===== src/hw/rtl/sats_pkg.sv =====
// Shared types and constants of the array-held binary tree store.
`default_nettype none

package sats_pkg;

    // Widths of the transaction fields.
    localparam int unsigned ACTION_W = 2;
    localparam int unsigned LOC_W    = 6;
    localparam int unsigned VALUE_W  = 32;
    localparam int unsigned STATUS_W = 3;
    localparam int unsigned FIDX_W   = 6;
    localparam int unsigned PIDX_W   = 5;

    // Action codes carried on the action port.
    typedef enum logic [ACTION_W-1:0] {
        ACT_SET_ROOT  = 2'd0,
        ACT_ADD_CHILD = 2'd1,
        ACT_DELETE    = 2'd2,
        ACT_SEARCH    = 2'd3
    } action_t;

    // Status codes reported with each result.
    typedef enum logic [STATUS_W-1:0] {
        STAT_DONE        = 3'd0,
        STAT_ROOT_EXISTS = 3'd1,
        STAT_RANGE       = 3'd2,
        STAT_FOUND       = 3'd3,
        STAT_NOT_FOUND   = 3'd4
    } status_t;

endpackage

`default_nettype wire


===== src/hw/rtl/sequential_array_tree_store.sv =====
// Top level of the array-held binary tree store with its sequencer and value memory.
//
// Usage: a transaction is accepted on the rising edge where start is high and
// busy is low; action, location, side and value are sampled at that edge.
// Each result appears on status, found_index, parent_index and last for exactly
// one cycle with strobe high; the receiver cannot stall, so it must take every
// result in the cycle in which it is shown.
// Sequencing:
//   Set root, add child, any out-of-range request and a delete of an entry with
//   no occupied child give their single result in the cycle after acceptance,
//   and the block is ready again in that cycle.
//   A delete that moves an entry walks the occupied marks down from NODES-1,
//   one entry a cycle, until it finds the highest occupied entry, then writes it.
//   A search reads one value memory entry a cycle through its single
//   registered read port; matches are reported in rising index order while
//   the scan runs, the final one marked by last.
// Reset clears all occupied marks at once; values are not cleared, and only
// the values of occupied entries are ever used.
`default_nettype none

module sequential_array_tree_store #(
    parameter int unsigned NODES = 64
) (
    input  wire logic                                 clk,
    input  wire logic                                 rst_n,
    input  wire logic                                 start,
    output logic                                      busy,
    input  wire logic [sats_pkg::ACTION_W-1:0]        action,
    input  wire logic [sats_pkg::LOC_W-1:0]           location,
    input  wire logic                                 side,
    input  wire logic signed [sats_pkg::VALUE_W-1:0]  value,
    output logic                                      strobe,
    output logic [sats_pkg::STATUS_W-1:0]             status,
    output logic [sats_pkg::FIDX_W-1:0]               found_index,
    output logic [sats_pkg::PIDX_W-1:0]               parent_index,
    output logic                                      last
);

    localparam int unsigned IDX_W = $clog2(NODES);
    localparam int unsigned CNT_W = IDX_W + 1;
    localparam int unsigned EXT_W = sats_pkg::LOC_W + 1;

    // Sequencer states, one-hot.
    typedef enum logic [3:0] {
        ST_IDLE  = 4'b0001,
        ST_SCAN  = 4'b0010,
        ST_FLUSH = 4'b0100,
        ST_DSCAN = 4'b1000
    } state_t;

    // Delete finds its source in DSCAN and writes it in the cycle after.
    typedef enum logic [1:0] {
        DEL_SEEK  = 2'b01,
        DEL_WRITE = 2'b10
    } del_phase_t;

    state_t                          state_reg, state_next;
    del_phase_t                      phase_reg, phase_next;
    logic [NODES-1:0]                occ_reg, occ_next;
    logic [sats_pkg::VALUE_W-1:0]    node_value_reg [NODES];
    logic [sats_pkg::VALUE_W-1:0]    rdata_reg;
    logic [sats_pkg::VALUE_W-1:0]    key_reg, key_next;
    logic [CNT_W-1:0]                rd_cnt_reg, rd_cnt_next;
    logic [IDX_W-1:0]                cmp_idx_reg, cmp_idx_next;
    logic                            cmp_valid_reg, cmp_valid_next;
    logic [IDX_W-1:0]                pend_idx_reg, pend_idx_next;
    logic                            pend_valid_reg, pend_valid_next;
    logic [IDX_W-1:0]                src_reg, src_next;
    logic [IDX_W-1:0]                pos_reg, pos_next;

    logic                            strobe_reg, strobe_next;
    logic [sats_pkg::STATUS_W-1:0]   status_reg, status_next;
    logic [sats_pkg::FIDX_W-1:0]     fidx_reg, fidx_next;
    logic                            last_reg, last_next;

    logic                            mem_we;
    logic [IDX_W-1:0]                mem_waddr;
    logic [sats_pkg::VALUE_W-1:0]    mem_wdata;
    logic [IDX_W-1:0]                mem_raddr;

    logic                            accept;
    logic [EXT_W-1:0]                loc_ext;
    logic [EXT_W-1:0]                child_l;
    logic [EXT_W-1:0]                child_r;
    logic                            child_l_full;
    logic                            child_r_full;
    logic                            hit;

    assign accept  = start && (state_reg == ST_IDLE);
    assign busy    = (state_reg != ST_IDLE);
    assign loc_ext = {1'b0, location};
    assign child_l = {location, 1'b0};
    assign child_r = {location, 1'b1};

    // Children at or beyond the end of the store count as empty.
    assign child_l_full = (child_l < EXT_W'(NODES)) && occ_reg[child_l[IDX_W-1:0]];
    assign child_r_full = (child_r < EXT_W'(NODES)) && occ_reg[child_r[IDX_W-1:0]];

    // Compare of the entry read in the previous search cycle.
    assign hit = cmp_valid_reg && occ_reg[cmp_idx_reg] && (rdata_reg == key_reg);

    // The search walks the read counter; everything else reads the delete source.
    assign mem_raddr = (state_reg == ST_SCAN) ? rd_cnt_reg[IDX_W-1:0] : src_reg;

    // Sequencer and next-state logic.
    always_comb
    begin
        state_next      = state_reg;
        phase_next      = phase_reg;
        occ_next        = occ_reg;
        key_next        = key_reg;
        rd_cnt_next     = rd_cnt_reg;
        cmp_idx_next    = cmp_idx_reg;
        cmp_valid_next  = cmp_valid_reg;
        pend_idx_next   = pend_idx_reg;
        pend_valid_next = pend_valid_reg;
        src_next        = src_reg;
        pos_next        = pos_reg;
        strobe_next     = 1'b0;
        status_next     = status_reg;
        fidx_next       = fidx_reg;
        last_next       = last_reg;
        mem_we          = 1'b0;
        mem_waddr       = pos_reg;
        mem_wdata       = rdata_reg;

        unique case (state_reg)
            ST_IDLE:
            begin
                if (accept)
                begin
                    unique case (sats_pkg::action_t'(action))
                        sats_pkg::ACT_SET_ROOT:
                        begin
                            strobe_next = 1'b1;
                            fidx_next   = '0;
                            last_next   = 1'b1;
                            if (occ_reg[1])
                            begin
                                status_next = sats_pkg::STAT_ROOT_EXISTS;
                            end
                            else
                            begin
                                mem_we      = 1'b1;
                                mem_waddr   = IDX_W'(1);
                                mem_wdata   = value;
                                occ_next[1] = 1'b1;
                                status_next = sats_pkg::STAT_DONE;
                            end
                        end
                        sats_pkg::ACT_ADD_CHILD:
                        begin
                            strobe_next = 1'b1;
                            fidx_next   = '0;
                            last_next   = 1'b1;
                            if ((location == '0) || ({location, side} >= EXT_W'(NODES)))
                            begin
                                status_next = sats_pkg::STAT_RANGE;
                            end
                            else
                            begin
                                mem_we    = 1'b1;
                                mem_waddr = IDX_W'({location, side});
                                mem_wdata = value;
                                occ_next[IDX_W'({location, side})] = 1'b1;
                                status_next = sats_pkg::STAT_DONE;
                            end
                        end
                        sats_pkg::ACT_DELETE:
                        begin
                            if ((location == '0) || (loc_ext >= EXT_W'(NODES)))
                            begin
                                strobe_next = 1'b1;
                                status_next = sats_pkg::STAT_RANGE;
                                fidx_next   = '0;
                                last_next   = 1'b1;
                            end
                            else if (!child_l_full && !child_r_full)
                            begin
                                occ_next[IDX_W'(location)] = 1'b0;
                                strobe_next = 1'b1;
                                status_next = sats_pkg::STAT_DONE;
                                fidx_next   = '0;
                                last_next   = 1'b1;
                            end
                            else
                            begin
                                pos_next   = IDX_W'(location);
                                src_next   = IDX_W'(NODES - 1);
                                phase_next = DEL_SEEK;
                                state_next = ST_DSCAN;
                            end
                        end
                        sats_pkg::ACT_SEARCH:
                        begin
                            key_next        = value;
                            rd_cnt_next     = CNT_W'(1);
                            cmp_valid_next  = 1'b0;
                            pend_valid_next = 1'b0;
                            state_next      = ST_SCAN;
                        end
                        default:
                        begin
                            state_next = ST_IDLE;
                        end
                    endcase
                end
            end
            ST_SCAN:
            begin
                // Issue the next read while comparing the previous one.
                if (rd_cnt_reg < CNT_W'(NODES))
                begin
                    cmp_valid_next = 1'b1;
                    cmp_idx_next   = rd_cnt_reg[IDX_W-1:0];
                    rd_cnt_next    = rd_cnt_reg + CNT_W'(1);
                end
                else
                begin
                    cmp_valid_next = 1'b0;
                end
                // A new match releases the one held back, which is then not the last.
                if (hit)
                begin
                    if (pend_valid_reg)
                    begin
                        strobe_next = 1'b1;
                        status_next = sats_pkg::STAT_FOUND;
                        fidx_next   = sats_pkg::FIDX_W'(pend_idx_reg);
                        last_next   = 1'b0;
                    end
                    pend_idx_next   = cmp_idx_reg;
                    pend_valid_next = 1'b1;
                end
                if (cmp_valid_reg && (cmp_idx_reg == IDX_W'(NODES - 1)))
                begin
                    state_next = ST_FLUSH;
                end
            end
            ST_FLUSH:
            begin
                // Final result of a search: the held match, or not found.
                strobe_next = 1'b1;
                last_next   = 1'b1;
                if (pend_valid_reg)
                begin
                    status_next = sats_pkg::STAT_FOUND;
                    fidx_next   = sats_pkg::FIDX_W'(pend_idx_reg);
                end
                else
                begin
                    status_next = sats_pkg::STAT_NOT_FOUND;
                    fidx_next   = '0;
                end
                state_next = ST_IDLE;
            end
            ST_DSCAN:
            begin
                unique case (phase_reg)
                    DEL_SEEK:
                    begin
                        // The source is read every cycle so its value is ready when found.
                        if (occ_reg[src_reg])
                        begin
                            phase_next = DEL_WRITE;
                        end
                        else
                        begin
                            src_next = src_reg - IDX_W'(1);
                        end
                    end
                    DEL_WRITE:
                    begin
                        mem_we            = 1'b1;
                        mem_waddr         = pos_reg;
                        mem_wdata         = rdata_reg;
                        occ_next[src_reg] = 1'b0;
                        occ_next[pos_reg] = 1'b1;
                        strobe_next       = 1'b1;
                        status_next       = sats_pkg::STAT_DONE;
                        fidx_next         = '0;
                        last_next         = 1'b1;
                        state_next        = ST_IDLE;
                    end
                    default:
                    begin
                        phase_next = DEL_SEEK;
                    end
                endcase
            end
            default:
            begin
                state_next = ST_IDLE;
            end
        endcase
    end

    // Control state and occupied marks.
    always_ff @(posedge clk or negedge rst_n)
    begin
        if (!rst_n)
        begin
            state_reg      <= ST_IDLE;
            phase_reg      <= DEL_SEEK;
            occ_reg        <= '0;
            cmp_valid_reg  <= 1'b0;
            pend_valid_reg <= 1'b0;
            strobe_reg     <= 1'b0;
        end
        else
        begin
            state_reg      <= state_next;
            phase_reg      <= phase_next;
            occ_reg        <= occ_next;
            cmp_valid_reg  <= cmp_valid_next;
            pend_valid_reg <= pend_valid_next;
            strobe_reg     <= strobe_next;
        end
    end

    // Payload registers.
    always_ff @(posedge clk)
    begin
        key_reg      <= key_next;
        rd_cnt_reg   <= rd_cnt_next;
        cmp_idx_reg  <= cmp_idx_next;
        pend_idx_reg <= pend_idx_next;
        src_reg      <= src_next;
        pos_reg      <= pos_next;
        status_reg   <= status_next;
        fidx_reg     <= fidx_next;
        last_reg     <= last_next;
    end

    // Value memory: one write port, one registered read port.
    always_ff @(posedge clk)
    begin
        if (mem_we)
        begin
            node_value_reg[mem_waddr] <= mem_wdata;
        end
        rdata_reg <= node_value_reg[mem_raddr];
    end

    // Result ports.
    assign strobe       = strobe_reg;
    assign status       = status_reg;
    assign found_index  = fidx_reg;
    assign parent_index = fidx_reg[sats_pkg::FIDX_W-1:1];
    assign last         = last_reg;

    // An idle block with no new transaction shows no result next cycle.
    idle_quiet: assert property (@(posedge clk) disable iff (!rst_n)
        (!busy && !start) |=> !strobe)
        else $error("result strobe without a transaction");

    // Results other than the final one only come from a search still running.
    early_busy: assert property (@(posedge clk) disable iff (!rst_n)
        (strobe && !last) |-> busy)
        else $error("non-final result after the block went idle");

    // A found result never points at the unused entry zero.
    found_nonzero: assert property (@(posedge clk) disable iff (!rst_n)
        (strobe && (status == sats_pkg::STAT_FOUND)) |-> (found_index != '0))
        else $error("found result with index zero");

endmodule

`default_nettype wire


===== config.mk =====
export PLATFORM = sky130hd
export DESIGN_NAME = sequential_array_tree_store
export DESIGN_NICKNAME = d
export VERILOG_FILES = /design/src/hw/rtl/sats_pkg.sv /design/src/hw/rtl/sequential_array_tree_store.sv
export SDC_FILE = /design/constraint.sdc
export NUM_CORES = 2
export LEC_CHECK = 0
export ABC_AREA = 0
export ABC_CLOCK_PERIOD_IN_PS = 6900
export BUFFER_PORTS_ARGS = -buffer_cell sky130_fd_sc_hd__buf_2
export CAP_MARGIN = 20
export CORE_MARGIN = 4
export CORE_UTILIZATION = 40
export CTS_BUF_LIST = sky130_fd_sc_hd__clkbuf_16
export CTS_CLUSTER_DIAMETER = 80
export CTS_CLUSTER_SIZE = 20
export DETAILED_ROUTE_END_ITERATION = 12
export GPL_TIMING_DRIVEN = 1
export PLACE_DENSITY = 0.51
export RECOVER_POWER = 50
export SLEW_MARGIN = 20
export SYNTH_ARGS = -nofsm -noshare
export SYNTH_HDL_FRONTEND = slang
export SYNTH_SLANG_ARGS = --single-unit

===== constraint.sdc =====
create_clock -name clk -period 6.9 [get_ports clk]
set_input_delay 1.725 -clock clk [delete_from_list [all_inputs] [get_ports clk]]
set_output_delay 1.725 -clock clk [all_outputs]
set_load 0.03 [all_outputs]

==> flow_summary.ini <==
[place]
post-dp-hpwl_um = 177000
gp_congestion = 0.903
portBuffers = 60
dp_slack_ns = 0.777

[sta]
slew_headroom = -1.39
final-setup-viol-count = 0
fin_setup_tns_ns = 0
layout_min_cycle_time_ns = 6.15
skew_ns = 0.0409
hold_viol = 0
worst_slew_pin_slew_ns = 3.58
post-route-period-util = 0.891
rsz0062_at_grt = no
finalMaxSlewViolations = 1291
worst_slack_ns = 0.754
max_freq_ghz = 0.163

[critical_path]
cp_max_fo = 64
end_kind = flop
regToRegStartpoint = state_reg[1]
arrival_ns = 6.32
path_class = primary input to flop
startpoint = location[4]
required_ns = 7.07
startpoint_type = primary input

[clock_network]
cts-root-buf = clkbuf_16
cts_num_sinks = 2226
h-tree-depth = 4
cts_repair_resize_count = 0
cts_hold_buf = 0
tritoncts = yes
path_clk_slew_ns = 0.08
clkLatencyLatePin_ns = 0.82
cts_buffers = 139
cts_buffer_depth = 3
post_cts_buffers = 0

[status]
outcome = complete, but fails checks
violations = max-capacitance violations, max-slew violations

[floorplan]
core_region_area_mm2 = 0.224
fp.dieH_um = 483
die_area_mm2 = 0.233
boundaryPins = 61
die_x_um = 483
initial_core_util = 0.402
rows = 174

[grt]
grt_pass1_vias = 48300
grt_pass1_wl_um = 393000
use_met2 = 0.395
grtUsageMet1 = 0.327
grt_use_total = 0.239
antenna_found_initial = 8
grt.overflow.total = 0
grt_util_met3 = 0.0303
grt_start_max_net_pins = 79
top_usage_layer = met2

[power]
leakagePower_nw = 30.2
p_per_area_mw_per_mm2 = 262
ir_worst_vdd_uv = 164

[final_layout]
drive_gt1_frac = 0.171
final_util = 0.441
areaGrowthSynthToFinish_pct = 9.85
largest_reg_flops = 2048
mostFrequentLayoutCell = edfxtp_1
layout_common_cells = 2121 x edfxtp_1, 374 x mux4_2, 371 x mux2i_1
finalNetCount = 5125

[detailed_routing]
drc = 0
route.vias.total = 49700
first_pass_iters = 6
wl_per_cell_um = 34.5
wl_um = 281000
ant_nets = 0
drt_iter0_markers = 5382
viasPerCell = 6.09

[synthesis]
synth_fp_nets = 5016
ys_warn_count = 0
async_reset_ff_frac = 0.0328
yosysTopAreaCell = edfxtp_1
synthCells = 4966
synth_enable_flop_cells = 2121
synth_top_flop_cell = edfxtp_1
syn_area_mm2 = 0.0902
yosysSeqAreaShare = 0.734
yosysUniqueCellTypes = 78
avgSynthCellArea_um2 = 18.2
synth_top_area_share = 0.706
ys_seq_elements = 2226
yosys-top-cells-area = edfxtp_1 71%, mux4_2 9.3%, mux2i_1 4.2%

[min_path]
hold_start = cmp_idx_reg[5]
hp-class = flop to flop

[run]
drv_cap = 26
path summary, 6_finish.rpt:
kind | endpoint | slack, ns | cells after the start
min in group asynchronous | occ_reg[55] | 1.05 | 1
max | node_value_reg[3][20] | 0.75 | 6
max reg2reg | rdata_reg[26] | 1.18 | 11
max in group asynchronous | state_reg[2] | 1.92 | 2
min | pend_idx_reg[5] | 0.51 | 0
min reg2reg | pend_idx_reg[5] | 0.51 | 0
area by class of cell:
class	count	area, um^2
Timing Repair Buffer	291	2100
Tap cell	2992	3740
Clock buffer	145	3630
Sequential cell	2226	66200
Multi-Input combinational cell	2402	22800
Inverter	15	56.3
Clock inverter	82	536
Antenna cell	4	10.0
Fill cell	19500	125000
synthesized netlist by cell type (71+ instances only):
library cell / instances
o21ai_0: 283
nor2_1: 136
nand2_1: 211
a21oi_1: 217
mux2i_1: 374
dfrtp_1: 71
mux4_2: 374
a221oi_1: 185
edfxtp_1: 2121
clkbuf_1: 139
nor3_1: 96
buf_2: 71
power by group:
group	internal (mW)	switching [mW]
combinational	0.628	1.23
clock	3.91	4.58
sequential	15.2	0.409
total	19.8	6.22
cells by family after synthesis:
group / share of synthesized area
and+or+nand+nor: 0.0325
xor gates and xnor gates: 0.00379
DFF: 0.734
AOI/OAI and AO/OA: 0.0723
buffers and inverters: 0.0206
muxes: 0.136
adders and majority gates: 0.000833
critical path, stage by stage:
cell and delay (ns):
clkbuf_1 0.53, nor2_1 0.25, a211oi_1 0.62, o21a_2 0.27
buf_4 0.55, a22o_1 2.20
metal layers:
metal	vias up	part of all wire
met5	-	0.000046
met4	2	0.043
li1	20600	-
met2	1832	0.49
met3	387	0.054
met1	26900	0.41
per-stage QoR:
stage	cells	instance area (um^2)	hold slack [ns]	power, mW
floorplan	4966	90200	0.421	16.9
finish	8157	99000	0.509	26.0
global route	8154	99000	0.523	26.9
CTS	8152	99300	0.513	26.2
global placement	7922	95100	0.480	17.7
detailed placement	7925	95200	0.493	17.8
No activity file was read; power rests on OpenSTA's default activity.
